### config.mk
export PLATFORM = sky130hd
export DESIGN_NAME = shaded_line_rasterizer
export DESIGN_NICKNAME = d
export VERILOG_FILES = /design/src/rtl/slr_pkg.sv /design/src/rtl/shaded_line_rasterizer.sv /design/src/rtl/slr_front.sv /design/src/rtl/slr_queue.sv /design/src/rtl/slr_back.sv
export SDC_FILE = /design/constraint.sdc
export NUM_CORES = 1
export LEC_CHECK = 0
export BUFFER_PORTS_ARGS = -buffer_cell sky130_fd_sc_hd__buf_2
export CAP_MARGIN = 40
export CORE_AREA = 2 2 194 272
export DETAILED_ROUTE_END_ITERATION = 10
export DIE_AREA = 0 0 196 274
export PLACE_DENSITY_LB_ADDON = 0.12
export SYNTH_ARGS = -nofsm -noshare
export SYNTH_HDL_FRONTEND = slang
export SYNTH_SLANG_ARGS = --single-unit
### constraint.sdc
create_clock -name clock -period 14.7 [get_ports clock]
set_input_delay 0.735 -clock clock [delete_from_list [all_inputs] [get_ports clock]]
set_output_delay 0.735 -clock clock [all_outputs]
set_load 0.05 [all_outputs]
### src/rtl/slr_pkg.sv
// Shared types and constants for the shaded line rasterizer.
`default_nettype none
package slr_pkg;

   localparam int COORD_W = 6;
   localparam int COLOR_W = 8;
   localparam int NUM_CH  = 3;
   localparam int DIFF_W  = COORD_W + 1;
   localparam int DEC_W   = COORD_W + 5;
   localparam int QUEUE_DEPTH = 2;

   localparam logic ACTION_MOVE = 1'b0;
   localparam logic ACTION_DRAW = 1'b1;

   typedef enum logic [1:0] {
      OCT_STEEP_POS,
      OCT_SHALLOW_POS,
      OCT_SHALLOW_NEG,
      OCT_STEEP_NEG
   } octant_type;

   typedef struct packed {
      logic               action;
      logic [COORD_W-1:0] point_x;
      logic [COORD_W-1:0] point_y;
      logic [COLOR_W-1:0] point_red;
      logic [COLOR_W-1:0] point_green;
      logic [COLOR_W-1:0] point_blue;
   } req_type;

   typedef struct packed {
      logic [COORD_W-1:0] pixel_x;
      logic [COORD_W-1:0] pixel_y;
      logic [COLOR_W-1:0] pixel_red;
      logic [COLOR_W-1:0] pixel_green;
      logic [COLOR_W-1:0] pixel_blue;
      logic               last_pixel;
   } rsp_type;

   typedef struct packed {
      octant_type                       octant;
      logic [COORD_W-1:0]               start_x;
      logic [COORD_W-1:0]               start_y;
      logic signed [DIFF_W-1:0]         delta_x;
      logic signed [DIFF_W-1:0]         delta_y;
      logic signed [DEC_W-1:0]          decision;
      logic [COORD_W-1:0]               span;
      logic [NUM_CH-1:0][COLOR_W-1:0]   start_color;
      logic [NUM_CH-1:0][COLOR_W-1:0]   end_color;
   } job_type;

endpackage
`default_nettype wire

### src/rtl/shaded_line_rasterizer.sv
// Top level of the shaded line rasterizer.
//
//   channel   ports            payload    direction
//   request   req_valid/stall  req_type   in   (move or draw item)
//   response  rsp_valid/stall  rsp_type   out  (one pixel per transfer)
//
// A move only updates the current point in the front end. A draw is
// handled in the back end in steps: load the job, run the serial divider
// that sets the per-pixel color step, a fixup, then one pixel per cycle
// from the midpoint stepper while the response is not stalled. A two-entry
// job queue lets the front end take items while the back end draws.
// Reset (synchronous, active high) clears the current point and color to
// zero and empties the queue. Response stalls hold the output register and
// freeze the stepper; a full queue raises req_stall.
`default_nettype none
module shaded_line_rasterizer import slr_pkg::*; (
   input  wire logic    clock,
   input  wire logic    reset,
   input  wire logic    req_valid,
   output logic         req_stall,
   input  wire req_type req_data,
   output logic         rsp_valid,
   input  wire logic    rsp_stall,
   output rsp_type      rsp_data
);

   logic    push, full, not_empty, pop;
   job_type push_job, head_job;

   // classify draw items and track the current point
   slr_front u_front (
      .clock      (clock),
      .reset      (reset),
      .req_valid  (req_valid),
      .req_stall  (req_stall),
      .req_data   (req_data),
      .queue_full (full),
      .push_valid (push),
      .push_job   (push_job)
   );

   // hold pending line jobs
   slr_queue u_queue (
      .clock     (clock),
      .reset     (reset),
      .push      (push),
      .push_job  (push_job),
      .full      (full),
      .not_empty (not_empty),
      .pop       (pop),
      .head_job  (head_job)
   );

   // step each line and drive the response transfer
   slr_back u_back (
      .clock     (clock),
      .reset     (reset),
      .job_ready (not_empty),
      .head_job  (head_job),
      .pop       (pop),
      .rsp_valid (rsp_valid),
      .rsp_stall (rsp_stall),
      .rsp_data  (rsp_data)
   );

endmodule
`default_nettype wire

### src/rtl/slr_front.sv
// Front end: holds the current point, classifies draw items into line jobs.
`default_nettype none
module slr_front import slr_pkg::*; (
   input  wire logic    clock,
   input  wire logic    reset,
   input  wire logic    req_valid,
   output logic         req_stall,
   input  wire req_type req_data,
   input  wire logic    queue_full,
   output logic         push_valid,
   output job_type      push_job
);

   logic [COORD_W-1:0]             cur_x_ff, cur_x_in;
   logic [COORD_W-1:0]             cur_y_ff, cur_y_in;
   logic [NUM_CH-1:0][COLOR_W-1:0] cur_c_ff, cur_c_in;
   logic                           accept;
   logic [NUM_CH-1:0][COLOR_W-1:0] new_c;
   logic signed [DIFF_W-1:0]       dx, dy, adx, sdy, ndx, ndy;
   logic signed [DEC_W-1:0]        ex, ey;
   logic                           swap;
   octant_type                     oct;

   assign req_stall = queue_full;
   assign accept    = req_valid && !queue_full;
   assign new_c     = {req_data.point_blue, req_data.point_green, req_data.point_red};

   always_comb begin
      dx  = $signed({1'b0, req_data.point_x}) - $signed({1'b0, cur_x_ff});
      dy  = $signed({1'b0, req_data.point_y}) - $signed({1'b0, cur_y_ff});
      adx = dx[DIFF_W-1] ? -dx : dx;
      sdy = dx[DIFF_W-1] ? -dy : dy;
      if (dx == '0 || sdy > adx) begin
         oct  = OCT_STEEP_POS;
         swap = dy[DIFF_W-1];
      end else if (sdy >= 0) begin
         oct  = OCT_SHALLOW_POS;
         swap = dx[DIFF_W-1];
      end else if (sdy >= -adx) begin
         oct  = OCT_SHALLOW_NEG;
         swap = dx[DIFF_W-1];
      end else begin
         oct  = OCT_STEEP_NEG;
         swap = !dy[DIFF_W-1] && dy != '0;
      end
      ndx = swap ? -dx : dx;
      ndy = swap ? -dy : dy;
      ex  = DEC_W'(ndx);
      ey  = DEC_W'(ndy);
      push_job.octant      = oct;
      push_job.start_x     = swap ? req_data.point_x : cur_x_ff;
      push_job.start_y     = swap ? req_data.point_y : cur_y_ff;
      push_job.delta_x     = ndx;
      push_job.delta_y     = ndy;
      push_job.start_color = swap ? new_c : cur_c_ff;
      push_job.end_color   = swap ? cur_c_ff : new_c;
      unique case (oct)
         OCT_STEEP_POS: begin
            push_job.decision = DEC_W'(2 * ex - ey);
            push_job.span     = ndy[COORD_W-1:0];
         end
         OCT_SHALLOW_POS: begin
            push_job.decision = DEC_W'(ex - 2 * ey);
            push_job.span     = ndx[COORD_W-1:0];
         end
         OCT_SHALLOW_NEG: begin
            push_job.decision = DEC_W'(-ex - 2 * ey);
            push_job.span     = ndx[COORD_W-1:0];
         end
         default: begin
            push_job.decision = DEC_W'(-2 * ex - ey);
            push_job.span     = COORD_W'(-ndy);
         end
      endcase
      // drop zero-length lines and moves
      push_valid = accept && req_data.action == ACTION_DRAW && push_job.span != '0;
      cur_x_in = cur_x_ff;
      cur_y_in = cur_y_ff;
      cur_c_in = cur_c_ff;
      if (accept) begin
         cur_x_in = req_data.point_x;
         cur_y_in = req_data.point_y;
         cur_c_in = new_c;
      end
   end

   always_ff @(posedge clock) begin
      if (reset) begin
         cur_x_ff <= '0;
         cur_y_ff <= '0;
         cur_c_ff <= '0;
      end else begin
         cur_x_ff <= cur_x_in;
         cur_y_ff <= cur_y_in;
         cur_c_ff <= cur_c_in;
      end
   end

endmodule
`default_nettype wire

### src/rtl/slr_queue.sv
// Short job queue between the front and back ends.
`default_nettype none
module slr_queue import slr_pkg::*; (
   input  wire logic    clock,
   input  wire logic    reset,
   input  wire logic    push,
   input  wire job_type push_job,
   output logic         full,
   output logic         not_empty,
   input  wire logic    pop,
   output job_type      head_job
);

   localparam int PTR_W = $clog2(QUEUE_DEPTH);

   job_type            mem_ff [QUEUE_DEPTH];
   logic [PTR_W-1:0]   wr_ff, wr_in, rd_ff, rd_in;
   logic [PTR_W:0]     cnt_ff, cnt_in;

   assign full      = cnt_ff == (PTR_W+1)'(QUEUE_DEPTH);
   assign not_empty = cnt_ff != '0;
   assign head_job  = mem_ff[rd_ff];

   always_comb begin
      wr_in  = push ? wr_ff + 1'b1 : wr_ff;
      rd_in  = pop ? rd_ff + 1'b1 : rd_ff;
      cnt_in = cnt_ff + (PTR_W+1)'(push) - (PTR_W+1)'(pop);
   end

   always_ff @(posedge clock) begin
      if (push) begin
         mem_ff[wr_ff] <= push_job;
      end
      if (reset) begin
         wr_ff  <= '0;
         rd_ff  <= '0;
         cnt_ff <= '0;
      end else begin
         wr_ff  <= wr_in;
         rd_ff  <= rd_in;
         cnt_ff <= cnt_in;
      end
   end

endmodule
`default_nettype wire

### src/rtl/slr_back.sv
// Back end: color step setup by serial division, then midpoint stepping.
`default_nettype none
module slr_back import slr_pkg::*; (
   input  wire logic    clock,
   input  wire logic    reset,
   input  wire logic    job_ready,
   input  wire job_type head_job,
   output logic         pop,
   output logic         rsp_valid,
   input  wire logic    rsp_stall,
   output rsp_type      rsp_data
);

   typedef enum logic [1:0] {IDLE, DIVIDE, FIXUP, RUN} state_type;

   localparam int DIV_CNT_W = $clog2(COLOR_W);

   state_type                       state_ff;
   job_type                         job_ff;
   logic [COORD_W-1:0]              x_ff, y_ff, cnt_ff;
   logic signed [DEC_W-1:0]         d_ff;
   logic [NUM_CH-1:0][COLOR_W-1:0]  col_ff, qd_ff, mag_ff, dq_ff;
   logic [NUM_CH-1:0][COORD_W:0]    dr_ff, rem_ff;
   logic [NUM_CH-1:0][COORD_W-1:0]  rd_ff;
   logic [NUM_CH-1:0]               neg_ff;
   logic [DIV_CNT_W-1:0]            div_ff;
   logic                            rsp_valid_ff;
   rsp_type                         rsp_ff;

   logic                            out_free;
   logic signed [DEC_W-1:0]         ex, ey;
   logic [NUM_CH-1:0][COORD_W:0]    shifted, rsum;
   logic [NUM_CH-1:0][COLOR_W:0]    diff;

   assign rsp_valid = rsp_valid_ff;
   assign rsp_data  = rsp_ff;
   assign out_free  = !rsp_valid_ff || !rsp_stall;
   assign pop       = state_ff == IDLE && job_ready;
   assign ex        = DEC_W'(job_ff.delta_x);
   assign ey        = DEC_W'(job_ff.delta_y);

   always_comb begin
      for (int i = 0; i < NUM_CH; i++) begin
         diff[i]    = {1'b0, head_job.end_color[i]} - {1'b0, head_job.start_color[i]};
         shifted[i] = {dr_ff[i][COORD_W-1:0], mag_ff[i][COLOR_W-1]};
         rsum[i]    = rem_ff[i] + {1'b0, rd_ff[i]};
      end
   end

   always_ff @(posedge clock) begin
      if (reset) begin
         state_ff     <= IDLE;
         rsp_valid_ff <= 1'b0;
      end else begin
         // outside the run the output register only empties
         if (rsp_valid_ff && !rsp_stall && state_ff != RUN) begin
            rsp_valid_ff <= 1'b0;
         end
         unique case (state_ff)
            IDLE: begin
               if (job_ready) begin
                  job_ff <= head_job;
                  x_ff   <= head_job.start_x;
                  y_ff   <= head_job.start_y;
                  d_ff   <= head_job.decision;
                  cnt_ff <= head_job.span;
                  div_ff <= '0;
                  for (int i = 0; i < NUM_CH; i++) begin
                     neg_ff[i] <= diff[i][COLOR_W];
                     mag_ff[i] <= diff[i][COLOR_W] ? COLOR_W'(-diff[i])
                                                   : diff[i][COLOR_W-1:0];
                     col_ff[i] <= head_job.start_color[i];
                     rem_ff[i] <= '0;
                     dr_ff[i]  <= '0;
                     dq_ff[i]  <= '0;
                  end
                  state_ff <= DIVIDE;
               end
            end
            DIVIDE: begin
               // restoring divide, one quotient bit per cycle
               for (int i = 0; i < NUM_CH; i++) begin
                  mag_ff[i] <= mag_ff[i] << 1;
                  if (shifted[i] >= {1'b0, job_ff.span}) begin
                     dr_ff[i] <= shifted[i] - {1'b0, job_ff.span};
                     dq_ff[i] <= {dq_ff[i][COLOR_W-2:0], 1'b1};
                  end else begin
                     dr_ff[i] <= shifted[i];
                     dq_ff[i] <= {dq_ff[i][COLOR_W-2:0], 1'b0};
                  end
               end
               div_ff <= div_ff + 1'b1;
               if (div_ff == DIV_CNT_W'(COLOR_W - 1)) begin
                  state_ff <= FIXUP;
               end
            end
            FIXUP: begin
               // floor the step for a falling channel
               for (int i = 0; i < NUM_CH; i++) begin
                  if (!neg_ff[i]) begin
                     qd_ff[i] <= dq_ff[i];
                     rd_ff[i] <= dr_ff[i][COORD_W-1:0];
                  end else if (dr_ff[i] == '0) begin
                     qd_ff[i] <= -dq_ff[i];
                     rd_ff[i] <= '0;
                  end else begin
                     qd_ff[i] <= -dq_ff[i] - 1'b1;
                     rd_ff[i] <= job_ff.span - dr_ff[i][COORD_W-1:0];
                  end
               end
               state_ff <= RUN;
            end
            RUN: begin
               if (out_free) begin
                  rsp_valid_ff        <= 1'b1;
                  rsp_ff.pixel_x      <= x_ff;
                  rsp_ff.pixel_y      <= y_ff;
                  rsp_ff.pixel_red    <= col_ff[0];
                  rsp_ff.pixel_green  <= col_ff[1];
                  rsp_ff.pixel_blue   <= col_ff[2];
                  rsp_ff.last_pixel   <= cnt_ff == COORD_W'(1);
                  for (int i = 0; i < NUM_CH; i++) begin
                     if (rsum[i] >= {1'b0, job_ff.span}) begin
                        rem_ff[i] <= rsum[i] - {1'b0, job_ff.span};
                        col_ff[i] <= col_ff[i] + qd_ff[i] + 1'b1;
                     end else begin
                        rem_ff[i] <= rsum[i];
                        col_ff[i] <= col_ff[i] + qd_ff[i];
                     end
                  end
                  unique case (job_ff.octant)
                     OCT_STEEP_POS: begin
                        y_ff <= y_ff + 1'b1;
                        if (d_ff >= 0) begin
                           x_ff <= x_ff + 1'b1;
                           d_ff <= DEC_W'(d_ff + 2 * ex - 2 * ey);
                        end else begin
                           d_ff <= DEC_W'(d_ff + 2 * ex);
                        end
                     end
                     OCT_SHALLOW_POS: begin
                        x_ff <= x_ff + 1'b1;
                        if (d_ff < 0) begin
                           y_ff <= y_ff + 1'b1;
                           d_ff <= DEC_W'(d_ff + 2 * ex - 2 * ey);
                        end else begin
                           d_ff <= DEC_W'(d_ff - 2 * ey);
                        end
                     end
                     OCT_SHALLOW_NEG: begin
                        x_ff <= x_ff + 1'b1;
                        if (d_ff > 0) begin
                           y_ff <= y_ff - 1'b1;
                           d_ff <= DEC_W'(d_ff - 2 * ex - 2 * ey);
                        end else begin
                           d_ff <= DEC_W'(d_ff - 2 * ey);
                        end
                     end
                     default: begin
                        y_ff <= y_ff - 1'b1;
                        if (d_ff < 0) begin
                           x_ff <= x_ff + 1'b1;
                           d_ff <= DEC_W'(d_ff - 2 * ex - 2 * ey);
                        end else begin
                           d_ff <= DEC_W'(d_ff - 2 * ex);
                        end
                     end
                  endcase
                  cnt_ff <= cnt_ff - 1'b1;
                  if (cnt_ff == COORD_W'(1)) begin
                     state_ff <= IDLE;
                  end
               end
            end
            default: state_ff <= IDLE;
         endcase
      end
   end

endmodule
`default_nettype wire

==> summary.txt, run 1 <==
Outcome
  • Outcome: completed

Clocking
  • Post-CTS sizing: 0
  • TritonCTS clock tree: yes
  • Clock slew at reported path FFs: 70 ps
  • Clock Tree Buf Depth: 3
  • Sink Count: 478
  • H-tree depth: 2
  • Postcts setup bufs: 0
  • Root Buffer: clkbuf_16
  • Clk Latency, worst-skew pair: 580 ps
  • Hold-fix buffers, CTS: 0
  • TritonCTS buffer count: 48

Worst setup path
  • CP max-delay cell: a21oi_1
  • Crit end category: flip-flop
  • Worst Path Required: around 15,000 ps
  • Reg2reg setup slack: slightly below 7000 ps
  • Critical Path Fanout Max: between 60 and 70
  • Slowest Stage Delay on Critical Path: 520 ps
  • Kind of critical path: reg2reg
  • Worst setup SP type: flip-flop
  • Crit path DAT: around 8000 ps

Die
  • Initial core utilization: 0.590
  • Width of the die: approximately 200 um
  • Core area: slightly above 50,000 um2
  • FP Rows: between 90 and 100
  • Top-Level Pins: 80
  • DIE HEIGHT: 274 um
  • Die footprint: roughly 54,000 um2

Finish
  • FILL cells: 4,137
  • Most frequent cells in the layout: 434 x edfxtp_1, 400 x nand2_1, 233 x ha_1
  • Final nets: 3,316
  • Synth-to-layout area growth: 9.18%
  • Commonest non-fill, non-tap cell in the layout: edfxtp_1
  • Share of layout cells above drive strength 1: 0.0940

Timing
  • Worst Max-Slew Pin Slew: 966 ps
  • Setup TNS Final: 0 ps
  • Slew headroom: 0.350
  • RSZ-0062 raised after global routing: no
  • Final Cycle Share: 0.537
  • Final setup skew: about 34 ps
  • Peak Freq: between 100 and 150 MHz
  • Tmin final: just under 8000 ps
  • Hold_ws: approximately 400 ps
  • Slew Viols, Final: 0
  • Final setup viols: 0
  • Hold Fails Final Rpt: 0

Global routing
  • Number of global-route vias before repair: 21,300
  • GRT Total Usage: 0.262
  • Largest net degree at the start of global routing: 89
  • Antenna violations before repair: 4
  • First-pass GRT wire length: approximately 110 mm
  • Grt ovf: 0

Yosys
  • Seq/Total Area, Yosys: 0.458
  • Synthesized Nets: 3,245
  • Yosys cell types: 89
  • Post-Syn Area: 30,400 um2
  • Warning count from the yosys run: 0
  • EDFF count, synth: 434
  • Synthesis-stage register bit count: roughly 480
  • Top_reg_cell synth: edfxtp_1
  • Syn Inst Count: 2,941
  • Mapped Avg Cell Area: a little over 10 um2
  • FFs w/ async S/R, synth: 0

Placement
  • RePlAce Congestion: 0.894
  • DPL Wire Length: 51.4 mm
  • Port Buf Inserts: 79

Drt
  • Total iterations of the first detailed-routing run: 6
  • Drt wl/cell: 19.0 um
  • Total Wirelength: ~70 mm
  • Routed vias/inst: 5.85
  • Detailed Route Iter0 Violations: roughly 1,300
  • Via count: around 22,000
  • # DRC: 0
  • Post-DRT Antenna Nets: 0

Flow run
  • Max Cap Viol: 0

Worst hold path
  • HP Class: in2reg
-- path summary, 6_finish.rpt --
kind,startpoint,endpoint,depth (start not counted)
setup / recovery,u_front.cur_x_ff[0]$_SDFFE_PP0P_,u_queue.mem_ff[0][62]$_DFFE_PP_,32
hold / removal,req_data[4],u_front.cur_c_ff[20]$_SDFFE_PP0P_,3
setup reg to reg,u_front.cur_x_ff[0]$_SDFFE_PP0P_,u_queue.mem_ff[0][62]$_DFFE_PP_,32
hold reg to reg,u_back.col_ff[13]$_DFFE_PP_,u_back.rsp_data[14]$_DFFE_PP_,0
-- metal layers --
metal | vias to the layer above | track usage | share of wire
li1 | 10700 | - | -
met1 | 10400 | 0.344 | 0.43
met2 | 489 | 0.453 | 0.49
met3 | 139 | 0.0289 | 0.040
met4 | 4 | 0.0887 | 0.030
met5 | - | 0 | 0.00027
-- state kept, by name, summed over array words and instances (netlist names), 7 cells and up, named ones only --
signal and flops:
u_back.rsp_data 37, u_back.job_ff 8, u_back.mag_ff 24, u_back.rd_ff 18
u_front.cur_c_ff 24, u_back.qd_ff 24, u_back.ex 7, u_back.dq_ff 24
u_back.d_ff 11, u_back.col_ff 24, u_back.ey 7, u_back.dr_ff 21
u_queue.mem_ff 184, u_back.rem_ff 21
-- metrics by stage --
stage / std cells / setup WS, ps / cell area, um2 / utilization
finish: 3711 / 6810 / 33200 / 0.644
global route: 3709 / 6250 / 33200 / 0.644
CTS: 3708 / 6840 / 33200 / 0.644
detailed placement: 3618 / 6280 / 31600 / 0.614
global placement: 3612 / 6360 / 31600 / 0.612
floorplan: 2941 / 4070 / 30400 / -
-- kinds of logic after synthesis --
group / after synthesis / share of synthesized area
and+or+nand+nor: 896 / 0.136
AOI/OAI and AO/OA: 631 / 0.131
DFF: 478 / 0.458
xor gates and xnor gates: 272 / 0.0796
buffers and inverters: 269 / 0.0334
adders and majority gates: 266 / 0.116
muxes: 129 / 0.0461
-- Yosys cell counts (all sizes together), types with 8 or more instances --
master,n,area share
edfxtp,434,0.43
nand2,401,0.050
ha,235,0.097
a21oi,207,0.035
xnor2,196,0.057
nor2,178,0.022
inv,171,0.021
o21ai,134,0.022
clkbuf,83,0.010
xor2,75,0.022
mux2i,72,0.024
a21o,65,0.016
mux2,54,0.020
nor2b,52,0.011
nand2b,49,0.010
and2,48,0.010
nor3,45,0.0076
dfxtp,44,0.029
o21bai,38,0.0094
nand3,35,0.0058
a211oi,33,0.0082
fa,28,0.018
o22ai,26,0.0054
o211ai,18,0.0046
a31oi,16,0.0033
nor4,15,0.0031
buf,13,0.0017
nand4,13,0.0029
or3,13,0.0027
a21boi,12,0.0030
a311oi,11,0.0034
and3,11,0.0023
o21a,11,0.0030
or4,9,0.0023
nand3b,8,0.0020
-- final cells by class --
cell class	instances	area (um2)	share of cell area
Clock buffer	61	1310	0.0396
Clock inverter	29	234	0.00705
Inverter	173	652	0.0196
Sequential cell	478	13900	0.419
Tap cell	656	821	0.0247
Timing Repair Buffer	117	709	0.0214
Multi-Input combinational cell	2194	15500	0.468
Antenna cell	3	7.51	0.000226
-- worst max-delay path: cells and delay by family (launching register included) --
kind,cells,cell delay (ps)
buf+inv,2,600
compound gates,13,3180
xor+xnor,3,710
flops,1,330
fa+ha+maj,5,1400
simple gates,9,1380
Power of run 1 is left out: the tool's default activity adds up to more than one toggle a clock period on the data nets, which glitch-free logic cannot reach.
==> run 2: changes to the inputs <==
Settings changed: ABC_AREA from default to 1.
Clock period 14.7 ns to 8.2 ns, I/O delays scaled along.
==> run 2 against run 1 <==
Compared with the run above:
- flip-flop and latch count is the same
- cell area shrank 0.22%
- sequential share of layout area grew 0.092 points
- cell count grew 12%
- wire length grew 4.8%
- worst setup slack lost 5700 ps
- critical path type unchanged
- core utilization shrank 0.14 points
- area after synthesis shrank 0.19%
- highest routed layer is now met4
- hold slack lost 340 ps
==> summary.txt, run 2 <==
Timing
  • Hold_ws: 63.5 ps (-343 ps)
  • Slew headroom: 0.453 (+0.104)
  • Hold Fails Final Rpt: 0 (unchanged)
  • Slew Viols, Final: 0 (unchanged)
  • Worst Max-Slew Pin Slew: 812 ps (-154 ps)
  • Final setup viols: 0 (unchanged)
  • Tmin final: 7140 ps (-750 ps)
  • Final Cycle Share: 0.871 (+0.334)
  • Peak Freq: 140 MHz (+11%)
  • Setup TNS Final: 0 ps (unchanged)
  • Final setup skew: 40.7 ps (+7.22 ps)
  • RSZ-0062 raised after global routing: no

Yosys
  • FFs w/ async S/R, synth: 0 (unchanged)
  • Yosys top cell area share: 0.430 (+0.000814)
  • Mapped Avg Cell Area: 8.94 um2 (-13%)
  • Top_reg_cell synth: edfxtp_1
  • Syn Inst Count: 3,392 (+15%)
  • Seq/Total Area, Yosys: 0.459 (+0.000869)
  • Synthesized Nets: 3,696 (+14%)
  • Yosys cell types: 58 (-35%)
  • Most common cell in the netlist: nand2_1
  • Post-Syn Area: 30,300 um2 (-0.19%)
  • Top cells by area, synth: edfxtp_1 43%, ha_1 9.7%, nand2_1 8.7%, inv_1 5.4%, o21ai_0 4.7%
  • Commonest cells in the synthesized netlist: 702 x nand2_1, 438 x inv_1, 434 x edfxtp_1
  • Synthesis-stage register bit count: 478 (unchanged)
  • Warning count from the yosys run: 0 (unchanged)
  • Post-synth top area cell: edfxtp_1
  • EDFF count, synth: 434 (unchanged)

Worst hold path
  • Worst hold stages: 3 (unchanged)
  • Hold Path Origin: req_data[21]
  • HP Class: in2reg

Placement
  • DP Area: 31,500 um2 (-0.37%)
  • Port Buf Inserts: 79 (unchanged)
  • DPL Wire Length: 55.4 mm (+7.8%)
  • RePlAce Congestion: 0.947 (+6.0%)

Die
  • FP Rows: 99 (unchanged)
  • Die footprint: 53,700 um2 (unchanged)
  • Initial core utilization: 0.589 (-0.00112)
  • Core area: 51,500 um2 (unchanged)
  • Top-Level Pins: 80 (unchanged)
  • DIE HEIGHT: 274 um (unchanged)
  • Width of the die: 196 um (unchanged)

Worst setup path
  • Critical Path Fanout Max: 26 (-62%)
  • FF-to-FF path depth: 38 (+19%)
  • Worst path buffer plus inverter count: 3 (+1)
  • CP most frequent cell: nand2_1
  • Crit path DAT: 7470 ps (-720 ps)
  • CP max-delay cell: fa_1
  • Crit. path cell count: 38 (+19%)
  • Worst setup SP type: flip-flop
  • Slowest Stage Delay on Critical Path: 590 ps (+70 ps)
  • Kind of critical path: reg2reg
  • Crit end category: flip-flop
  • R2R Path Start: u_front.cur_x_ff[0]$_SDFFE_PP0P_
  • CP startpoint: u_front.cur_x_ff[0]$_SDFFE_PP0P_
  • Worst Path Required: 8520 ps (-6480 ps)
  • Family with the most delay on the worst path: adder cells

Global routing
  • Grt ovf: 0 (unchanged)
  • First-pass GRT wire length: 118 mm (+5.8%)
  • Antenna violations before repair: 2 (-2)
  • Number of global-route vias before repair: 23,500 (+11%)
  • GRT Total Usage: 0.277 (+0.0157)
  • Largest net degree at the start of global routing: 93 (+4.5%)

Power and ir drop
  • Pwr Density: approximately 460 nW/um2
  • Worst vdd ir: about 0.29 mV
  • Leakage power: approximately 14 nW

Drt
  • # DRC: 0 (unchanged)
  • Detailed Route Iter0 Violations: 1,357 (+3.4%)
  • Drt wl/cell: 17.8 um (-6.2%)
  • Total iterations of the first detailed-routing run: 5 (-1)
  • Total Wirelength: 73.8 mm (+4.8%)
  • Post-DRT Antenna Nets: 0 (unchanged)
  • Routed vias/inst: 5.66 (-3.4%)
  • Via count: 23,500 (+8.0%)

Flow run
  • Max Cap Viol: 0 (unchanged)

Clocking
  • Clock slew at reported path FFs: 70 ps (about the same)
  • TritonCTS clock tree: yes
  • Post-CTS sizing: 0 (unchanged)
  • Root Buffer: clkbuf_16
  • H-tree depth: 2 (unchanged)
  • Clock Tree Buf Depth: 3 (unchanged)
  • TritonCTS buffer count: 46 (-4.2%)
  • Postcts setup bufs: 0 (unchanged)
  • Sink Count: 478 (unchanged)
  • Clk Latency, worst-skew pair: 610 ps (+30 ps)
  • Hold-fix buffers, CTS: 0 (unchanged)

Finish
  • Number of flip-flops in the largest register: 184 (unchanged)
  • Synth-to-layout area growth: 9.14% (about the same)
  • Post-Layout Inst Area: 33,100 um2 (-0.22%)
  • Biggest register: u_queue.mem_ff
  • Final nets: 3,758 (+13%)
  • Most frequent cells in the layout: 702 x nand2_1, 436 x inv_1, 434 x edfxtp_1
  • Commonest non-fill, non-tap cell in the layout: nand2_1
  • Share of layout cells above drive strength 1: 0.0756 (-0.0184)
  • Final core occ: 0.643 (-0.00141)
  • FILL cells: 4,265 (+3.1%)

Outcome
  • Outcome: completed
==> run 2: changes by cell type after synthesis, moves of 53 or more <==
cell / previous run / this run
inv_1: 166 / 438
nand3_1: 35 / 126
nand2_1: 401 / 702
o21ai_0: 126 / 286
xnor2_1: 194 / 55
xor2_1: 74 / 144
a21o_1: 65 / 9
a21oi_1: 205 / 258
mux2_2: 53 / 0
==> run 2: worst min-delay path, stage by stage <==
cell and delay, ps:
buf_2 70, inv_1 40, a21oi_1 110
==> run 2: report_power, final <==
group | switching [W] | internal [W]
Sequential | 0.000368 | 0.00377
Combinational | 0.00579 | 0.00307
Clock | 0.000952 | 0.00126
==> run 2: cell families (layout without fill, tap and decap cells) <==
logic type | after synthesis | after routing | share of synthesized area
mux | 24 | 24 | 0.00792
other cells | 0 | 1 | 0
fa+ha+maj | 263 | 263 | 0.115
simple gates | 1188 | 1188 | 0.164
compound gates | 693 | 693 | 0.128
buf+inv | 546 | 644 | 0.0683
flops | 478 | 478 | 0.459
xor+xnor | 200 | 200 | 0.0580
==> run 2: area by class of cell <==
type / count / area [um2] / area share
tap: 656 / 821 / 0.0248
inverter: 451 / 1700 / 0.0512
clock buffer: 53 / 1210 / 0.0365
sequential: 478 / 13900 / 0.420
timing repair buffer: 109 / 683 / 0.0206
antenna: 1 / 2.50 / 0.0000756
multi-input combinational: 2368 / 14400 / 0.435
clock inverter: 31 / 380 / 0.0115
==> run 2: stage by stage <==
step,std cells,setup WS (ps),power [W]
after floorplan,3392,604,0.0108
after global placement,4057,967,0.0126
after detailed placement,4061,863,0.0130
after CTS,4145,1060,0.0152
after global routing,4146,183,0.0166
final,4147,1060,0.0152
==> run 2: layer usage <==
| metal | part of all wire | track usage | up-vias |
|---|---|---|---|
| met1 | 0.41 | 0.336 | 11000 |
| met2 | 0.51 | 0.509 | 634 |
| met5 | 0 | 0 | - |
| met4 | 0.036 | 0.107 | 0 |
| met3 | 0.046 | 0.0282 | 161 |
| li1 | - | - | 11600 |
==> run 2: worst paths after layout <==
kind | endpoint | slack (ps)
setup reg to reg | u_queue.mem_ff[1][63]$_DFFE_PP_ | 1060
setup / recovery | u_queue.mem_ff[1][63]$_DFFE_PP_ | 1060
hold / removal | u_front.cur_c_ff[5]$_SDFFE_PP0P_ | 60
hold reg to reg | u_back.rsp_data[21]$_DFFE_PP_ | 450
Power figures use the tool's default switching activity.
